==> src/rtl/core/cmb_pkg.sv <==
// Shared constants, types and register codes for the five-point cross mean filter.
// No dependencies; every module of the filter imports this package.
package cmb_pkg;

   // Line geometry
   localparam int MAX_WIDTH    = 2048;
   localparam int COL_W        = $clog2(MAX_WIDTH);
   localparam int MAX_HEIGHT   = 4096;
   localparam int ROW_W        = 12;
   localparam int WIDTH_REG_W  = 12;
   localparam int HEIGHT_REG_W = 13;
   // Width compares need room for MAX_WIDTH itself and for the raw register
   localparam int WCMP_W = (COL_W + 1 > WIDTH_REG_W) ? COL_W + 1 : WIDTH_REG_W;
   localparam int HCMP_W = HEIGHT_REG_W;

   localparam int RESET_WIDTH  = 640;
   localparam int RESET_HEIGHT = 480;

   // Pixel packing
   localparam int PIX_W       = 32;
   localparam int CHAN_W      = 8;
   localparam int NUM_COLOUR  = 3;
   localparam int ALPHA_SHIFT = 24;
   localparam logic [CHAN_W-1:0] ALPHA_OPAQUE = 8'hFF;

   // Truncating divide by five: floor(s * 13108 / 2^16) is exact for s <= 1275
   localparam int SUM_W       = 11;
   localparam int RECIP_W     = 14;
   localparam int RECIP_SHIFT = 16;
   localparam logic [RECIP_W-1:0] RECIP_FIVE = 14'd13108;

   // Configuration port
   localparam int CSR_INDEX_W = 2;
   localparam int CSR_DATA_W  = 13;

   typedef enum logic [CSR_INDEX_W-1:0] {
      CSR_IMAGE_WIDTH  = 2'd0,
      CSR_IMAGE_HEIGHT = 2'd1
   } csr_index_type;

   // Position and result plan of one accepted pixel
   typedef struct packed {
      logic [COL_W-1:0] col;
      logic [ROW_W-1:0] row;
      logic             has_above;
      logic             interior;
      logic             last_row;
   } cmb_pos_type;

endpackage

==> src/rtl/core/cmb_scan.sv <==
// Frame geometry registers and raster position tracking for the cross mean filter.
// Depends on cmb_pkg.
module cmb_scan import cmb_pkg::*; (
   input  logic                   clock,
   input  logic                   reset,
   input  logic                   csr_valid,
   output logic                   csr_ready,
   input  logic [CSR_INDEX_W-1:0] csr_index,
   input  logic [CSR_DATA_W-1:0]  csr_data,
   input  logic                   step,
   output cmb_pos_type            pos,
   output logic [COL_W-1:0]       right_col
);

   logic [WIDTH_REG_W-1:0]  width_ff,  width_in;
   logic [HEIGHT_REG_W-1:0] height_ff, height_in;
   logic [COL_W-1:0]        col_ff,    col_in;
   logic [ROW_W-1:0]        row_ff,    row_in;

   logic [WCMP_W-1:0] w_eff;
   logic [HCMP_W-1:0] h_eff;
   logic [WCMP_W-1:0] cur_col;
   logic [HCMP_W-1:0] cur_row;
   logic [WCMP_W-1:0] nxt_col;
   logic [HCMP_W-1:0] nxt_row;

   assign csr_ready = 1'b1;

   // Decode register writes
   always_comb begin
      width_in  = width_ff;
      height_in = height_ff;
      if (csr_valid) begin
         unique case (csr_index)
            CSR_IMAGE_WIDTH:  width_in  = csr_data[WIDTH_REG_W-1:0];
            CSR_IMAGE_HEIGHT: height_in = csr_data[HEIGHT_REG_W-1:0];
            default: ;
         endcase
      end
   end

   // Clamp the geometry to the supported range
   always_comb begin
      if (width_ff == '0)
         w_eff = WCMP_W'(1);
      else if (WCMP_W'(width_ff) > WCMP_W'(MAX_WIDTH))
         w_eff = WCMP_W'(MAX_WIDTH);
      else
         w_eff = WCMP_W'(width_ff);
      if (height_ff == '0)
         h_eff = HCMP_W'(1);
      else if (height_ff > HCMP_W'(MAX_HEIGHT))
         h_eff = HCMP_W'(MAX_HEIGHT);
      else
         h_eff = height_ff;
   end

   // Resolve the position of the offered pixel and the position after it
   always_comb begin
      cur_col = WCMP_W'(col_ff);
      cur_row = HCMP_W'(row_ff);
      if (cur_col >= w_eff) begin
         cur_col = '0;
         cur_row = cur_row + HCMP_W'(1);
      end
      if (cur_row >= h_eff)
         cur_row = '0;

      nxt_col = cur_col + WCMP_W'(1);
      nxt_row = cur_row;
      if (nxt_col >= w_eff) begin
         nxt_col = '0;
         nxt_row = cur_row + HCMP_W'(1);
         if (nxt_row >= h_eff)
            nxt_row = '0;
      end

      pos.col       = cur_col[COL_W-1:0];
      pos.row       = cur_row[ROW_W-1:0];
      pos.has_above = (cur_row != '0);
      pos.last_row  = (cur_row == h_eff - HCMP_W'(1));
      pos.interior  = (cur_row >= HCMP_W'(2)) && (cur_col != '0) &&
                      (cur_col + WCMP_W'(1) < w_eff);
      right_col     = cur_col[COL_W-1:0] + COL_W'(1);

      col_in = col_ff;
      row_in = row_ff;
      if (step) begin
         col_in = nxt_col[COL_W-1:0];
         row_in = nxt_row[ROW_W-1:0];
      end
   end

   always_ff @(posedge clock) begin
      if (reset) begin
         width_ff  <= WIDTH_REG_W'(RESET_WIDTH);
         height_ff <= HEIGHT_REG_W'(RESET_HEIGHT);
         col_ff    <= '0;
         row_ff    <= '0;
      end else begin
         width_ff  <= width_in;
         height_ff <= height_in;
         col_ff    <= col_in;
         row_ff    <= row_in;
      end
   end

endmodule

==> config.mk <==
export PLATFORM = sky130hd
export DESIGN_NAME = cmb_scan
export DESIGN_NICKNAME = d
export VERILOG_FILES = /design/src/rtl/core/cmb_pkg.sv /design/src/rtl/core/cmb_scan.sv
export SDC_FILE = /design/constraint.sdc
export NUM_CORES = 1
export LEC_CHECK = 0
export ABC_AREA = 1
export BUFFER_PORTS_ARGS = -buffer_cell sky130_fd_sc_hd__buf_4
export CORE_MARGIN = 1.5
export CORE_UTILIZATION = 41
export DETAILED_ROUTE_END_ITERATION = 8
export SLEW_MARGIN = 20
export SYNTH_ARGS = -nofsm -noshare
export SYNTH_HDL_FRONTEND = slang
export SYNTH_SLANG_ARGS = --single-unit
export TNS_END_PERCENT = 20
==> constraint.sdc <==
create_clock -name clock -period 11.58 [get_ports clock]
set_clock_uncertainty 0.1 [all_clocks]
set_input_delay 2.895 -clock clock [delete_from_list [all_inputs] [get_ports clock]]
set_output_delay 2.895 -clock clock [all_outputs]
set_load 0.02 [all_outputs]
## Word level (Yosys, flattened, before mapping)

Cells that the tools add are included.

- Register bits after elaboration: 48
- Input bits: 19
- Output and inout port bits: 38
- Logic and storage cells: 38

- Add/subtract/negate cells: 5
- $lt $le $gt $ge: 8
- Equality and inequality tests: 2
- Mux-type cells: 10
- Reduce and logical (&&, ||, !) cells: 9

Operator list:

| operator | count |
|---|---|
| 13-bit two-way mux | 4 |
| 12-bit two-way mux | 4 |
| 13-bit >= comparator | 2 |
| 11-bit two-way mux | 2 |
| 12-bit by 1-bit adder with 13-bit output, second input constant | 1 |
| 13-bit by 1-bit adder with 13-bit output, second input constant | 1 |
| 13-bit equality test | 1 |
| 13-bit by 2-bit >= comparator with 1-bit output, second input constant | 1 |
| 13-bit greater-than comparator, second input constant | 1 |
| 13-bit zero test | 1 |
| 13-bit nonzero test | 1 |
| 13-bit by 1-bit subtractor with 13-bit output, second input constant | 1 |
| 11-bit by 1-bit adder with 12-bit output, second input constant | 1 |
| 11-bit by 12-bit >= comparator with 1-bit output | 1 |
| 12-bit >= comparator | 1 |
| 12-bit greater-than comparator, second input constant | 1 |
| 12-bit zero test | 1 |
| 12-bit < comparator | 1 |
| 12-bit nonzero test | 1 |
| 11-bit by 1-bit adder with 11-bit output, second input constant | 1 |
| 2-bit AND reduction | 2 |
| 2-bit by 1-bit equality test with 1-bit output, second input constant | 1 |
| 1-bit logical AND | 2 |
| 2-bit zero test | 1 |

## Logic depth before layout (Yosys ltp)

Gate-level depths: netlist of run 1.

- Depth in word-level cells: 11
- Gate-level depth with buffers: 50
- Depth with buffers taken out: 48

## Worst setup path before layout of run 1

Ideal clock, no wire load.

- Path kind: register -> output
- Start point: register width_ff[0]
- End point: output pos[0] (netlist bit)
- Arrival time: 4.675 ns
- Data required time: 8.585 ns
- Path slack: 3.910 ns
- Stages on the path, launching flop included: 33
- Path buffers: 2
- Cells stage by stage: dfxtp_1 nor4_1 nand3_1 nand2_1 nand2_1 ha_1 nand2_1 nor3_1 a21oi_4 nand2_4 buf_6 nand4_1 nor3_1 nand2_1 nor2_1 ha_1 nand2_1 inv_1 nand2_1 nand2_1 a21oi_1 nand2_1 nor2_8 buf_2 nand3_1 inv_1 ha_1 nand2_1 nor2_1 nand3_1 nor2_1 nand4_1 nor2_1

RTL lines:

| item | line | source |
|---|---|---|
| from (decl) | cmb_scan.sv:15 | `logic [WIDTH_REG_W-1:0] width_ff, width_in;` |
| from (signal assigned) | cmb_scan.sv:96 | `width_ff <= WIDTH_REG_W'(RESET_WIDTH);` |
| from (signal assigned) | cmb_scan.sv:101 | `width_ff <= width_in;` |
| to (decl) | cmb_scan.sv:11 | `output cmb_pos_type pos,` |

==> out/summary.txt, run 1 <==
PD cells: 88.58 nW/µm²
Mapped Nets: 917
antenna viol nets, final: 0
Setup TNS Final: 0 ns
CTS H-tree depth: 2
CP Max Fanout: 27
total leakage power: 0.002985 µW
Final Core Density: 48.29%
Via-to-Cell Ratio: 5.282
layout cells sized above 1: 12.60%
vias in the first global route: 5100
Filler cells: 1278
final hold vios: 0
clk sinks: 48
largest area contributor in the synthesized netlist: dfxtp_1
Mapped Area: 5102 µm²
Worst-Margin Slew: 0.8131 ns
Root Driver: clkbuf_16
met2 wire len: 7442 µm
largest net degree at the start of global routing: 32
Layout Area Growth over Synthesis: 14.15%
Max Root-Sink Buffers: 2
Ant. Diodes: 0
Core Region: 12060 µm²
post-CTS sizing: 0
count of hold-fix buffers inserted at cts: 0
IO buf count: 55
Die Area: 13120 µm²
DRC Markers: 0
max-slew violations: 0
M1 wire length: 8222 µm
first-pass GRT wire length: 26700 µm
I/O pin cnt: 57
Die Wd: 114.6 µm
Post-synth top cells: nand2_1, inv_1, nor2_1
Critical-path top delay cell: nand2_4
max incr delay on CP: 0.34 ns
number of DRC markers in iteration 0: 469
Clock transition at path regs: 0.07 ns
Num CTS Buffers: 5
Final setup violation count: 0
ys async rst share: 0%
worst vdd ir: 63.20 µV
min Tclk post-route: 8.449 ns
Rows: 40
Worst-Skew Late Latency: 0.29 ns
hpwl dp: 14110 µm
Synth Flop Type: dfxtp_1
met3 WL: 1197 µm
gr ovfl total: 0
final RePlAce weighted congestion: 0.9663
largest cells by area after synthesis: dfxtp_1, nand2_1, ha_1
FMAX: 118.4 MHz
critical path endpoint category: output pin
wire per inst: 16.24 µm
HP Class: reg2reg
initial antenna violation count: 0
synth unique cells: 41
synthesis warning total: 0
syn_area_per_cell: 6.060 µm²
CP top delay family: simple AND/OR/NAND/NOR gates
most used standard cell by instance count after synthesis: nand2_1
Yosys top cell area share: 18.83%
Post-CTS Setup Inserts: 0
worst path arrival time: 5.45 ns
final worst-path cycle share: 72.96%
max cap viols: 0
final WL: 17170 µm
Slew Limit Headroom: 45.73%
Nets: 963
RSZ-0062 raised after global routing: no
CP bufs+invs: 3
most frequent cell on the critical path: nand2_1
Vias: 5583
CTS tree: yes
number of synthesized flops with an enable pin: 0
FF+latch count, synth: 48
drt pass-1 iters: 5
kind of critical path: reg2out
status: complete, no violations
uppermost layer routed: met4
synthesized instance count: 842
die height: 114.6 µm
worst endpoint required time: 8.59 ns
sequential share of the synthesized area: 18.83%
GRT Util Overall: 26.34%
Initial Utilization: 42.30%
Startpoint Class: register
==> registers in the layout (all words and copies together) (netlist names) <==
signal	count
width_ff	12
row_ff	12
height_ff	13
col_ff	11
==> worst reg2reg max path, delay by kind of cell (launching register included) <==
| family | cells | cell delay, ns |
|---|---|---|
| AND/OR/NAND/NOR | 25 | 4.41 |
| adder cells (fa/ha/maj) | 4 | 1.17 |
| AO/OA/AOI/OAI | 7 | 1.16 |
| buffers and inverters | 2 | 0.29 |
| flip-flops | 1 | 0.32 |
==> cell usage in the layout, fill, tap and decap left out, drive strengths merged, types with 3 or more instances in the layout <==
cell,synthesis,layout
nand3b,8,8
nor2,108,108
nand3,65,65
a22oi,4,4
nor4,7,7
nor3,13,13
dfxtp,48,48
xor2,12,12
o21ai,48,48
and2,3,3
nand4,17,17
a21oi,54,54
ha,56,56
inv,111,111
buf,6,56
clkbuf,11,6
nand2,259,259
==> metal layers <==
| metal | vias up | global-route usage (%) |
|---|---|---|
| met2 | 186 | 40.04 |
| met5 | - | 0 |
| met1 | 2548 | 38.16 |
| li1 | 2825 | - |
| met3 | 24 | 5.241 |
| met4 | 0 | 6.000 |
==> path summary, 6_finish.rpt <==
kind,startpoint,end,slack [ns],depth (start not counted)
hold / removal,height_ff[0],height_ff[0],0.38,2
setup / recovery,width_ff[0],pos[0],3.13,31
setup reg to reg,width_ff[0],row_ff[9],4.06,38
hold reg to reg,height_ff[0],height_ff[0],0.38,2
==> stage by stage <==
stage / hold slack [ns] / total power (µW) / area, µm² / setup WS [ns] / cells
after floorplan: 0.3442 / 291.5 / 5102 / 3.910 / 842
after global placement: 0.3631 / 342.3 / 5647 / 3.650 / 1049
after detailed placement: 0.3711 / 343.8 / 5647 / 3.469 / 1049
after CTS: 0.3802 / 516.7 / 5824 / 3.150 / 1057
after global routing: 0.3963 / 545.3 / 5824 / 2.414 / 1057
final: 0.3760 / 515.9 / 5824 / 3.131 / 1057
==> cell families after synthesis <==
| family | Yosys count | synth area share, % |
|---|---|---|
| other | 1 | 0.07349 |
| AND/OR/NAND/NOR | 483 | 43.31 |
| buffers and inverters | 128 | 9.858 |
| adder cells (fa/ha/maj) | 56 | 13.73 |
| AO/OA/AOI/OAI | 112 | 11.80 |
| flip-flops | 48 | 18.83 |
| XOR/XNOR | 14 | 2.403 |
==> power breakdown <==
part | total, µW | internal [µW] | switching, µW
sequential | 180 | 172 | 8.09
combinational | 163 | 54.0 | 109
clock | 173 | 108 | 64.7
==> final cells by class <==
class	count	area, µm²	share of cell area [%]
Multi-Input combinational cell	666	3638	62.47
Sequential cell	48	960.9	16.50
Timing Repair Buffer	56	420.4	7.218
Inverter	111	416.7	7.154
Tap cell	168	210.2	3.609
Clock buffer	6	138.9	2.385
Clock inverter	2	38.79	0.6660
Note: power is estimated with default switching activity, not from simulation.
==> run 2: changes to the inputs <==
==> constraint.sdc (replaced) <==
create_clock -name clock -period 7.1 [get_ports clock]
set_clock_uncertainty 0.1 [all_clocks]
set_input_delay 1.775 -clock clock [delete_from_list [all_inputs] [get_ports clock]]
set_output_delay 1.775 -clock clock [all_outputs]
set_load 0.02 [all_outputs]
==> out/summary.txt, run 2 (same netlist as run 1, synthesis figures left out) <==
count of hold-fix buffers inserted at cts: 0
GRT Util Overall: 28.63%
Max Root-Sink Buffers: 2
CTS H-tree depth: 2
final RePlAce weighted congestion: 1.044
post-layout power: 812.4 µW
critical path endpoint category: output pin
drt pass-1 iters: 6
area of the multi-input gates: 3746 µm²
Sequential Area: 960.9 µm²
PD cells: 133.4 nW/µm²
wire per inst: 17.00 µm
Setup TNS Final: 0 ns
min Tclk post-route: 6.825 ns
final WL: 18380 µm
worst path arrival time: 4.95 ns
Nets: 988
commonest non-fill, non-tap cell in the layout: nand2_1
Root Driver: clkbuf_16
Startpoint Class: register
hpwl dp: 15100 µm
first-pass GRT wire length: 28460 µm
CP Max Fanout: 8
antenna viol nets, final: 0
worst vdd ir: 88.58 µV
worst endpoint required time: 5.22 ns
Clock transition at path regs: 0.06 ns
Vias: 5792
Num CTS Buffers: 5
Worst-Skew Late Latency: 0.30 ns
number of flip-flops in the largest register: 13
largest register by flop count: height_ff
pre-CTS setup slack: 0.09528 ns
Worst-Margin Slew: 0.8369 ns
final worst-path cycle share: 96.13%
Final Worst Setup Slack: 0.2746 ns
clk sinks: 48
max cap viols: 0
gr ovfl total: 0
most frequent cell on the critical path: nand2_1
DRC Markers: 0
Slew Limit Headroom: 44.15%
max-slew violations: 0
kind of critical path: reg2out
FMAX: 146.5 MHz
Via-to-Cell Ratio: 5.358
Die Wd: 114.6 µm
Initial Utilization: 42.30%
CTS tree: yes
HP Class: reg2reg
initial antenna violation count: 0
status: complete, no violations
Core Region: 12060 µm²
Layout Area Growth over Synthesis: 19.32%
IO buf count: 55
largest net degree at the start of global routing: 32
Die Area: 13120 µm²
Filler cells: 1279
Final setup violation count: 0
number of DRC markers in iteration 0: 419
die height: 114.6 µm
vias in the first global route: 5145
Ant. Diodes: 0
layout cells sized above 1: 16.87%
largest registers: height_ff x13, row_ff x12, width_ff x12
max incr delay on CP: 0.33 ns
I/O pin cnt: 57
total leakage power: 0.003112 µW
final hold vios: 0
Rows: 40
Critical-path top delay cell: dfxtp_1
most frequent cells in the layout: nand2_1, inv_1, nor2_1, buf_4, nand3_1
## run 2: cell count changes in the layout (fill, tap and decap cells not counted), moves of 3 or more
cell	previous run	this run
nor2_1	93	88
nor2_2	8	12
buf_4	56	79
nand2_1	245	242
## run 2: routing by layer
layer / routed length [µm] / vias up / share of wire, % / track usage (%)
li1: - / 2877 / - / -
met1: 9144 / 2665 / 50 / 43.15
met2: 7717 / 219 / 42 / 41.68
met3: 1076 / 31 / 5.9 / 3.812
met4: 443 / 0 / 2.4 / 9.000
met5: 0 / - / 0 / 0
## run 2: cell type report
| class | count | share of cell area (%) |
|---|---|---|
| multi-input combinational | 667 | 61.53 |
| sequential | 48 | 15.78 |
| timing repair buffer | 80 | 10.07 |
| inverter | 111 | 6.905 |
| tap | 168 | 3.453 |
| clock buffer | 5 | 2.055 |
| clock inverter | 2 | 0.2055 |
## run 2: worst max-delay path: cells and delay by family (launching register included)
kind            cells  cell delay, ns
simple gates       24            2.73
buf+inv             6            0.78
fa+ha+maj           2            0.54
flops               1            0.33
compound gates      2            0.26
## run 2: final timing paths
kind                      from      endpoint  slack, ns  cells after the start
hold reg to reg   height_ff[0]  height_ff[0]       0.38                      2
hold / removal    height_ff[0]  height_ff[0]       0.38                      2
setup reg to reg   width_ff[4]     row_ff[1]       0.41                     44
setup / recovery   width_ff[4]        pos[0]       0.27                     34
## run 2: what timing repair did
action,4_1_cts,5_1_grt
setup endpoints to repair,2,16
buffers inserted,5,8
pin swaps,1,5
cloned,0,1
resized for setup,2,22
## run 2: through the flow
step | instances | hold WS (ns) | util, % | cell area [µm²]
final | 1081 | 0.3756 | 50.48 | 6088
after global routing | 1081 | 0.4034 | 50.48 | 6088
after CTS | 1072 | 0.3797 | 49.01 | 5912
after detailed placement | 1060 | 0.3706 | 47.50 | 5729
after global placement | 1060 | 0.3700 | 47.50 | 5729
after floorplan | 842 | 0.3442 | - | 5102
## run 2: power breakdown
part | total (µW) | internal, µW | switching, µW | leakage [µW]
Combinational | 283 | 97.6 | 186 | 0.00266
Clock | 235 | 128 | 106 | 0.0000657
Sequential | 294 | 280 | 14.0 | 0.000392
