File: src/rtl/core/cmb_pkg.sv
// Shared constants, types and register codes for the five-point cross mean filter.
// No dependencies; every module of the filter imports this package.
package cmb_pkg;

   // Line geometry
   localparam int MAX_WIDTH    = 2048;
   localparam int COL_W        = $clog2(MAX_WIDTH);
   localparam int MAX_HEIGHT   = 4096;
   localparam int ROW_W        = 12;
   localparam int WIDTH_REG_W  = 12;
   localparam int HEIGHT_REG_W = 13;
   // Width compares need room for MAX_WIDTH itself and for the raw register
   localparam int WCMP_W = (COL_W + 1 > WIDTH_REG_W) ? COL_W + 1 : WIDTH_REG_W;
   localparam int HCMP_W = HEIGHT_REG_W;

   localparam int RESET_WIDTH  = 640;
   localparam int RESET_HEIGHT = 480;

   // Pixel packing
   localparam int PIX_W       = 32;
   localparam int CHAN_W      = 8;
   localparam int NUM_COLOUR  = 3;
   localparam int ALPHA_SHIFT = 24;
   localparam logic [CHAN_W-1:0] ALPHA_OPAQUE = 8'hFF;

   // Truncating divide by five: floor(s * 13108 / 2^16) is exact for s <= 1275
   localparam int SUM_W       = 11;
   localparam int RECIP_W     = 14;
   localparam int RECIP_SHIFT = 16;
   localparam logic [RECIP_W-1:0] RECIP_FIVE = 14'd13108;

   // Configuration port
   localparam int CSR_INDEX_W = 2;
   localparam int CSR_DATA_W  = 13;

   typedef enum logic [CSR_INDEX_W-1:0] {
      CSR_IMAGE_WIDTH  = 2'd0,
      CSR_IMAGE_HEIGHT = 2'd1
   } csr_index_type;

   // Position and result plan of one accepted pixel
   typedef struct packed {
      logic [COL_W-1:0] col;
      logic [ROW_W-1:0] row;
      logic             has_above;
      logic             interior;
      logic             last_row;
   } cmb_pos_type;

endpackage

File: src/rtl/core/cmb_mean.sv
// Five-point truncated mean per colour channel, alpha forced opaque.
// Depends on cmb_pkg; divide by five is a constant reciprocal multiply.
module cmb_mean import cmb_pkg::*; (
   input  logic [PIX_W-1:0] up_px,
   input  logic [PIX_W-1:0] down_px,
   input  logic [PIX_W-1:0] left_px,
   input  logic [PIX_W-1:0] right_px,
   input  logic [PIX_W-1:0] self_px,
   output logic [PIX_W-1:0] mean_px
);

   logic [NUM_COLOUR-1:0][SUM_W-1:0]         chan_sum;
   logic [NUM_COLOUR-1:0][SUM_W+RECIP_W-1:0] chan_prod;

   // Sum each channel and scale by one fifth
   always_comb begin
      mean_px = '0;
      mean_px[ALPHA_SHIFT +: CHAN_W] = ALPHA_OPAQUE;
      for (int ch = 0; ch < NUM_COLOUR; ch++) begin
         chan_sum[ch] = SUM_W'(up_px[ch*CHAN_W +: CHAN_W])
                      + SUM_W'(down_px[ch*CHAN_W +: CHAN_W])
                      + SUM_W'(left_px[ch*CHAN_W +: CHAN_W])
                      + SUM_W'(right_px[ch*CHAN_W +: CHAN_W])
                      + SUM_W'(self_px[ch*CHAN_W +: CHAN_W]);
         chan_prod[ch] = (SUM_W+RECIP_W)'(chan_sum[ch])
                       * (SUM_W+RECIP_W)'(RECIP_FIVE);
         mean_px[ch*CHAN_W +: CHAN_W] = chan_prod[ch][RECIP_SHIFT +: CHAN_W];
      end
   end

endmodule

File: config.mk
export PLATFORM = sky130hd
export DESIGN_NAME = cmb_mean
export DESIGN_NICKNAME = d
export VERILOG_FILES = /design/src/rtl/core/cmb_pkg.sv /design/src/rtl/core/cmb_mean.sv
export SDC_FILE = /design/constraint.sdc
export NUM_CORES = 1
export LEC_CHECK = 0
export ABC_AREA = 1
export BUFFER_PORTS_ARGS = -buffer_cell sky130_fd_sc_hd__clkbuf_2
export CORE_UTILIZATION = 25
export DETAILED_ROUTE_END_ITERATION = 7
export GPL_ROUTABILITY_DRIVEN = 0
export PLACE_DENSITY = 0.39
export SYNTH_ARGS = -nofsm -noshare
export SYNTH_HDL_FRONTEND = slang
export SYNTH_SLANG_ARGS = --single-unit
File: constraint.sdc
create_clock -name vclk -period 12.3
set_input_delay 2.46 -clock vclk [all_inputs]
set_output_delay 2.46 -clock vclk [all_outputs]
set_load 0.05 [all_outputs]
# --- Word-level counts from Yosys, hierarchy flattened ---
# Index checks and enable logic that the tools add are counted.
totals:
  regBits: 0
  elab_cells: 15
  output_inout_bits: 32
  input_bits: 160
classes:
  n_addsub: 12
  n_mul: 3
op_table:
  columns: ["cell", "n"]
  rows:
  - ["$mul A11 B12 Y22 const B", 3]
  - ["$add A10 B8 Y11", 3]
  - ["$add A11 B8 Y11", 3]
  - ["$add A9 B8 Y10", 3]
  - ["$add A8 B8 Y9", 3]

# --- Depth between registers and ports, before layout ---
# Gate-level depths: netlist of the first run.
logic_depth:
  ltp_word: 5
  mapped_depth: 34
  mapped_depth_nobuf: 34

# --- Worst setup path after synthesis of the first run ---
# No wires, ideal clock.
synth_timing:
  kind: "input port to output port"
  startpoint: "input up_px[9]"
  endpoint: "output mean_px[10]"
  required_ns: 9.840
  stages: 31
  arrival_time_ns: 9.325
  setup_slack_ns: 0.515
  path_buffers: 0
  cell_sequence: "inv_1 > fa_1 > fa_1 > fa_1 > inv_1 > ha_1 > inv_1 > fa_1 > inv_1 > nand3_1 > nand2_1 > nand4_1 > nand3_1 > xor2_1 > inv_1 > ha_1 > inv_1 > fa_1 > inv_1 > fa_1 > fa_1 > fa_1 > inv_1 > ha_1 > nand2_1 > nor2_1 > inv_1 > nor2_1 > nor2_1 > nand2_1 > xor2_1"
synth_via:
  elab_chain_len: 5
synth_lines:
  columns: ["element", "line_no", "text"]
  rows:
  - ["start, declared", "cmb_mean.sv:4", "input logic [PIX_W-1:0] up_px,"]
  - ["$add A8 B8 Y9", "cmb_mean.sv:21", "+ SUM_W'(down_px[ch*CHAN_W +: CHAN_W])"]
  - ["$add A9 B8 Y10", "cmb_mean.sv:22", "+ SUM_W'(left_px[ch*CHAN_W +: CHAN_W])"]
  - ["$add A10 B8 Y11", "cmb_mean.sv:23", "+ SUM_W'(right_px[ch*CHAN_W +: CHAN_W])"]
  - ["$add A11 B8 Y11", "cmb_mean.sv:24", "+ SUM_W'(self_px[ch*CHAN_W +: CHAN_W]);"]
  - ["$mul A11 B12 Y22", "cmb_mean.sv:26", "* (SUM_W+RECIP_W)'(RECIP_FIVE);"]
  - ["end, declared", "cmb_mean.sv:9", "output logic [PIX_W-1:0] mean_px"]
# Every way passes these cells.

# --- Final worst setup path of the first run ---
layout_timing:
  startpoint: "input up_px[1]"
  endpoint: "output mean_px[7]"
# Same word-level chain as after synthesis.

==> results of run 1 <==
how the worst max path moves through the flow:
stage          startpoint           to  slack (ns)  depth (start not counted)
2_1_floorplan    up_px[9]  mean_px[10]        0.51                         31
3_3_place_gp     up_px[9]  mean_px[13]        0.29                         33
3_5_place_dp     up_px[9]  mean_px[13]        0.26                         33
4_1_cts          up_px[9]  mean_px[13]        0.25                         33
5_1_grt          up_px[9]  mean_px[12]       0.005                         33
6_report         up_px[1]   mean_px[7]        0.47                         30
layer usage:
| layer | wire (microns) | up-vias | global-route usage (%) |
|---|---|---|---|
| met4 | 40 | 4 | 0.400 |
| met3 | 669 | 6 | 0.525 |
| met2 | 10700 | 114 | 18.6 |
| met1 | 11900 | 3743 | 16.4 |
| li1 | - | 4330 | - |
| met5 | 25 | - | 0 |
repair_timing:
item                                   in CTS  in global routing
endpoints found under the hold margin       0                  0
gates resized for setup                     0                 20
setup buffers                               0                  3
setup endpoints to repair                   0                  8
cell usage in the layout, fill, tap and decap left out, types with 2 or more instances in the layout:
cell and instances:
a21o_1 7, a21oi_1 50, a21oi_2 2, a31oi_1 3, buf_4 14, clkbuf_2 138
clkbuf_4 2, conb_1 8, fa_1 162, ha_1 222, inv_1 477, inv_2 2
nand2_1 212, nand3_1 55, nand4_1 14, nor2_1 67, nor2_2 3, nor3_1 8
nor3_2 4, o21a_1 2, o21ai_0 11, o21bai_1 7, or2_2 3, xnor2_1 14
xor2_1 22
area by class of cell:
type                       count  area [sq um]  share of cell area, %
multi-input combinational    886          8440                   72.1
timing repair buffer         154           811                   6.92
inverter                     479          1800                   15.4
tap                          525           657                   5.61
antenna                        1          2.50                 0.0214
cell usage after synthesis:
| cell type | instances | area [sq um] |
|---|---|---|
| inv_1 | 477 | 1790 |
| ha_1 | 222 | 2780 |
| nand2_1 | 212 | 796 |
| fa_1 | 162 | 3240 |
| nor2_1 | 68 | 255 |
| nand3_1 | 55 | 275 |
| a21oi_1 | 52 | 260 |
| xor2_1 | 23 | 201 |
| nand4_1 | 14 | 87.6 |
| xnor2_1 | 14 | 123 |
| o21ai_0 | 11 | 55.1 |
| buf_4 | 8 | 60.1 |
| nor3_1 | 8 | 40.0 |
| a21o_1 | 7 | 52.6 |
| o21bai_1 | 7 | 52.6 |
| nor3_2 | 4 | 40.0 |
| a31oi_1 | 3 | 18.8 |
| or2_2 | 3 | 18.8 |
| inv_2 | 2 | 7.51 |
| nor2_2 | 2 | 12.5 |
| o21a_1 | 2 | 15.0 |
| a21boi_0 | 1 | 7.51 |
| a21boi_1 | 1 | 7.51 |
| a41oi_1 | 1 | 8.76 |
| conb_1 | 1 | 3.75 |
| nand2_2 | 1 | 6.26 |
| nor3b_2 | 1 | 12.5 |
| o2111ai_1 | 1 | 8.76 |
| o211ai_1 | 1 | 7.51 |
| o21ai_1 | 1 | 5.00 |
| o21ai_2 | 1 | 8.76 |
stage by stage:
step | util, % | hold WS, ns | cell area, sq um
2_1_floorplan | - | 5.78 | 10300
6_report | 29.2 | 6.01 | 11700
4_1_cts | 29.1 | 6.10 | 11700
3_5_place_dp | 29.1 | 6.10 | 11700
3_3_place_gp | 29.1 | 6.10 | 11700
5_1_grt | 29.2 | 6.13 | 11700
cell families after synthesis:
group	after synthesis
AO/OA/AOI/OAI	89
other	1
buffers and inverters	487
XOR/XNOR	37
adder cells (fa/ha/maj)	384
AND/OR/NAND/NOR	368
worst max-delay path: cells and delay by family:
kind,cells,cell delay [ns]
compound gates,3,0.69
xor+xnor,1,0.28
fa+ha+maj,11,4.71
buf+inv,8,0.62
simple gates,7,0.60
==> impl_metrics.json, run 1 <==
{
  "grt_pass1_vias": 8256,
  "core_sq_um": 40100,
  "antenna_found_initial": 3,
  "ys_types": 31,
  "regArea_sq_um": 0,
  "cp_slowest_stage_delay_ns": 0.61,
  "fin_setup_tns_ns": 0,
  "fin_cells": 2045,
  "dpl_worst_slack_ns": 0.263,
  "n_fill_cell": 4436,
  "track_usage_pct": 11.1,
  "synth_top_family_by_area": "adder cells",
  "cp-end-kind": "output port",
  "post-dp-hpwl_mm": 22.6,
  "nets": 2065,
  "startpoint_type": "primary input",
  "die_w_microns": 205,
  "drv_cap": 0,
  "gr-total-overflow": 0,
  "post_route_cells_drive_above_1_share_pct": 11.3,
  "area_growth_pct": 14.2,
  "min_from": "self_px[8]",
  "min_path_type": "in2out",
  "slew_viol_final": 0,
  "ys_warn_count": 0,
  "num_rows": 73,
  "dp_cells": 2041,
  "post-route-period-util_pct": 96.2,
  "ys_seq_area_share_pct": 0,
  "synthXorXnorAreaFrac_pct": 3.16,
  "outcome": "finished clean",
  "port_buffers": 144,
  "num_vias": 8197,
  "slowest_stage": "fa_1",
  "synthMuxAreaShare_pct": 0,
  "routedWlPerCell_microns": 11.4,
  "seq_cell_count": 0,
  "critPathKind": "in2out",
  "ant_nets": 0,
  "dr.pass1.iters": 5,
  "syn-cell-area_sq_um": 10300,
  "dieArea_sq_um": 41800,
  "min_period_ns": 11.83,
  "setup_viol": 0,
  "die_h_microns": 205,
  "vias_per_cell": 4.01,
  "grt_max_degree": 8,
  "routed_wl_mm": 23.3,
  "fmax_mhz": 84.6,
  "min_to": "mean_px[15]",
  "drc_errors": 0,
  "io_pins": 192,
  "grt_setup_unrepaired": "false",
  "crit_top_cell": "fa_1",
  "synth_compound_area_share_pct": 4.95,
  "synth-simple-area-share_pct": 15.1,
  "cp_data_required_time_ns": 9.84,
  "cts-hold-fix-buffers": 0,
  "syn_inst": 1366,
  "initial_core_util_pct": 25.6,
  "hold_path_depth": 8,
  "yosys.area_share.adder_pct": 58.7,
  "grt_pass1_wl_mm": 38.9,
  "arrival_ns": 9.37,
  "drtIter0Drc": 299,
  "avgSynthCellArea_sq_um": 7.51,
  "nClkBuffers": 0,
  "fin_ws_ns": 0.473,
  "path_max_fanout": 4,
  "finalHoldViolCount": 0
}
Power of run 1 is left out: the tool's default activity adds up to more than one toggle a clock period on the data nets, which glitch-free logic cannot reach.
==> run 2: changes to the inputs <==
--- a/config.mk
+++ b/config.mk
@@ -12,4 +12,5 @@
 export GPL_ROUTABILITY_DRIVEN = 0
 export PLACE_DENSITY = 0.39
+export SLEW_MARGIN = 20
 export SYNTH_ARGS = -nofsm -noshare
 export SYNTH_HDL_FRONTEND = slang
==> constraint.sdc (replaced) <==
create_clock -name vclk -period 12.3
set_input_delay 2.46 -clock vclk [all_inputs]
set_output_delay 2.46 -clock vclk [all_outputs]
set_load 0.02 [all_outputs]
==> run 2 against run 1 <==
Against the previous run:
- non-clock buffer count decreased by 6
- largest cell class unchanged
- via count down 0.35%
- sequential cell count stayed put
- fmax about the same
- worst hold slack lost 0.036 ns
- core utilization down 0.17 points
- sequential share of layout area did not move
- first-iteration DRC count up 3.7%
- clock-buffer cell count is the same
- die area is the same
- setup slack improved by 0.0020 ns
==> impl_metrics.json, run 2 (synthesized netlist as in run 1, its figures left out) <==
{
  "outcome": "finished clean",
  "regArea_sq_um": 0,
  "port_buffers": 144,
  "layout_commonest_cell": "inv_1",
  "track_usage_pct": 11.1,
  "fin_setup_tns_ns": 0,
  "nClkBuffers": 0,
  "cp_data_required_time_ns": 9.84,
  "grt_pass1_wl_mm": 38.9,
  "vias_per_cell": 4.01,
  "die_h_microns": 205,
  "post-route-period-util_pct": 96.1,
  "core_sq_um": 40100,
  "io_pins": 192,
  "cp-endpoint": "mean_px[12]",
  "drv_cap": 0,
  "crit_start": "up_px[9]",
  "post-dp-hpwl_mm": 22.5,
  "cp_slowest_stage_delay_ns": 0.59,
  "cp-end-kind": "output port",
  "path_max_fanout": 4,
  "dr.pass1.iters": 4,
  "dieArea_sq_um": 41800,
  "min_path_type": "in2out",
  "grt_setup_unrepaired": "false",
  "initial_core_util_pct": 25.6,
  "slew_viol_final": 0,
  "post_route_cells_drive_above_1_share_pct": 10.8,
  "ant_nets": 0,
  "critPathKind": "in2out",
  "min_period_ns": 11.83,
  "seq_cell_count": 0,
  "setup_viol": 0,
  "finalHoldViolCount": 0,
  "arrival_ns": 9.37,
  "area_growth_pct": 13.5,
  "num_vias": 8168,
  "nets": 2059,
  "startpoint_type": "primary input",
  "routedWlPerCell_microns": 11.4,
  "num_rows": 73,
  "slowest_stage": "fa_1",
  "antenna_found_initial": 2,
  "die_w_microns": 205,
  "drtIter0Drc": 310,
  "drc_errors": 0,
  "grt_pass1_vias": 8101,
  "gr-total-overflow": 0,
  "final_cell_mix": "477 x inv_1, 222 x ha_1, 212 x nand2_1",
  "fmax_mhz": 84.6,
  "routed_wl_mm": 23.3,
  "crit_top_cell": "inv_1",
  "cts-hold-fix-buffers": 0,
  "grt_max_degree": 8
}
-- run 2: area by class of cell --
type	count	area (sq um)
Fill cell	4391	28500
Multi-Input combinational cell	886	8440
Inverter	479	1800
Timing Repair Buffer	148	751
Tap cell	525	657
Antenna cell	1	2.50
-- run 2: through the flow --
stage / instances / hold slack, ns / cell area (sq um) / utilization [%] / setup slack, ns
2_1_floorplan: 1373 / 5.64 / 10300 / - / 0.916
3_3_place_gp: 2038 / 6.01 / 11600 / 29.0 / 0.394
3_5_place_dp: 2038 / 6.01 / 11600 / 29.0 / 0.367
4_1_cts: 2038 / 6.01 / 11600 / 29.0 / 0.362
5_1_grt: 2039 / 6.07 / 11600 / 29.0 / 0.0424
6_report: 2039 / 5.98 / 11600 / 29.0 / 0.475
-- run 2: routing by layer --
metal	GRT usage [%]	part of all wire (%)	vias up
li1	-	-	4327
met1	16.9	51	3714
met2	18.1	45	115
met3	0.477	2.6	10
met4	0.666	0.72	2
met5	0	0.056	-
-- run 2: repair_timing --
| action | 4_1_cts | 5_1_grt |
|---|---|---|
| gates resized for setup | 0 | 2 |
| setup endpoints to repair | 0 | 3 |
| buffers inserted | 0 | 0 |
-- run 2: worst max-delay path, delay by kind of cell --
kind | cells | cell delay [ns]
buffers and inverters | 11 | 0.77
AND/OR/NAND/NOR | 9 | 0.95
adder cells (fa/ha/maj) | 11 | 4.78
XOR/XNOR | 1 | 0.17
AO/OA/AOI/OAI | 1 | 0.20
-- run 2: how the worst min path moves through the flow --
| stage | start | end | slack [ns] | depth (start not counted) |
|---|---|---|---|---|
| 4_1_cts | self_px[8] | mean_px[15] | 6.01 | 9 |
| 3_3_place_gp | self_px[16] | mean_px[18] | 6.01 | 8 |
| 3_5_place_dp | self_px[16] | mean_px[18] | 6.01 | 8 |
| 6_report | self_px[16] | mean_px[18] | 5.98 | 8 |
| 2_1_floorplan | self_px[16] | mean_px[18] | 5.64 | 6 |
| 5_1_grt | self_px[8] | mean_px[15] | 6.07 | 9 |
Power of run 2 is left out for the same reason.
==> run 3: changes to the inputs <==
Settings changed: PLACE_DENSITY 0.39 to default, PLACE_DENSITY_LB_ADDON from default to 0.2.
==> run 3 against run 2 <==
Against the previous run:
- sequential cell count unchanged
- clock-buffer cell count did not move
- final cell count is essentially flat
- final area barely moved
- core utilization barely moved
- first-iteration DRC count down 32%
- sequential share of layout area did not move
- setup slack improved by 0.050 ns
- critical path type unchanged
==> impl_metrics.json, run 3 (synthesized netlist as in run 1, its figures left out) <==
{
  "core_sq_um": 40100,
  "grt_pass1_wl_mm": 37.9,
  "outcome": "finished clean",
  "min_path_type": "in2out",
  "drv_cap": 0,
  "fmax_mhz": 84.9,
  "min_period_ns": 11.78,
  "finalHoldViolCount": 0,
  "post-dp-hpwl_mm": 21.5,
  "slowest_stage": "fa_1",
  "nClkBuffers": 0,
  "slew_viol_final": 0,
  "dpl_worst_slack_ns": 0.438,
  "regArea_sq_um": 0,
  "antenna_found_initial": 0,
  "nets": 2058,
  "startpoint_type": "primary input",
  "cp-end-kind": "output port",
  "num_rows": 73,
  "seq_cell_count": 0,
  "die_w_microns": 205,
  "io_pins": 192,
  "path_max_fanout": 4,
  "post_route_cells_drive_above_1_share_pct": 10.8,
  "drc_errors": 0,
  "die_h_microns": 205,
  "critPathKind": "in2out",
  "dr.pass1.iters": 5,
  "final_cell_mix": "477 x inv_1, 222 x ha_1, 212 x nand2_1",
  "drtIter0Drc": 212,
  "grt_setup_unrepaired": "false",
  "cts_setup_buffers": 0,
  "grt_pass1_vias": 8251,
  "cp_slowest_stage_delay_ns": 0.58,
  "ant_nets": 0,
  "fin_ws_ns": 0.524,
  "cp_data_required_time_ns": 9.84,
  "crit_start": "up_px[9]",
  "area_growth_pct": 13.5,
  "routedWlPerCell_microns": 10.9,
  "hold_path_depth": 8,
  "num_antenna_cells": 0,
  "num_vias": 8161,
  "routed_wl_mm": 22.1,
  "initial_core_util_pct": 25.6,
  "worstMarginPinSlew_ns": 0.504,
  "vias_per_cell": 4.01,
  "whs_ns": 5.97,
  "grt_max_degree": 8,
  "cts-hold-fix-buffers": 0,
  "arrival_ns": 9.32,
  "maxSlewHeadroom_pct": 66.2,
  "gr-total-overflow": 0,
  "port_buffers": 144,
  "dieArea_sq_um": 41800,
  "track_usage_pct": 10.7,
  "n_fill_cell": 4445,
  "crit_top_cell": "inv_1",
  "final_util_pct": 29.0,
  "layout_commonest_cell": "inv_1",
  "cp-endpoint": "mean_px[10]",
  "post-route-period-util_pct": 95.7,
  "setup_viol": 0,
  "post_cts_resized": 0,
  "fin_setup_tns_ns": 0
}
==> run 3: changes by cell type in the layout (fill, tap and decap cells not counted) <==
| cell | delta |
|---|---|
| nor2_2 | +1 |
| nor2_1 | -1 |
| diode_2 | -1 |
| buf_2 | +1 |
| buf_4 | -1 |
| clkbuf_2 | -1 |
==> run 3: worst max-delay path, delay by kind of cell <==
kind,cells,cell delay (ns)
fa+ha+maj,11,4.75
xor+xnor,2,0.33
buf+inv,11,0.81
simple gates,9,0.95
==> run 3: layout make-up <==
cell class	count	area, sq um	share of cell area, %
Timing Repair Buffer	147	743	6.39
Tap cell	525	657	5.64
Multi-Input combinational cell	886	8440	72.5
Inverter	479	1800	15.4
==> run 3: worst min path at each step <==
stage | from | end | slack [ns]
final | self_px[16] | mean_px[18] | 5.97
after global routing | self_px[16] | mean_px[18] | 6.07
after CTS | self_px[16] | mean_px[23] | 6.01
after detailed placement | self_px[16] | mean_px[23] | 6.00
after global placement | self_px[16] | mean_px[23] | 6.01
after floorplan | self_px[16] | mean_px[18] | 5.64
==> run 3: layer usage <==
layer | vias to the layer above | routed length, microns | GRT usage (%)
li1 | 4321 | - | -
met3 | 2 | 800 | 0.509
met2 | 120 | 10300 | 18.1
met5 | - | 0 | 0
met4 | 0 | 21 | 0.107
met1 | 3718 | 11000 | 15.8
==> run 3: through the flow <==
step | cell area [sq um] | cells
6_report | 11600 | 2037
5_1_grt | 11600 | 2037
4_1_cts | 11600 | 2037
3_5_place_dp | 11600 | 2037
3_3_place_gp | 11600 | 2037
2_1_floorplan | 10300 | 1373
Power of run 3 is left out for the same reason.
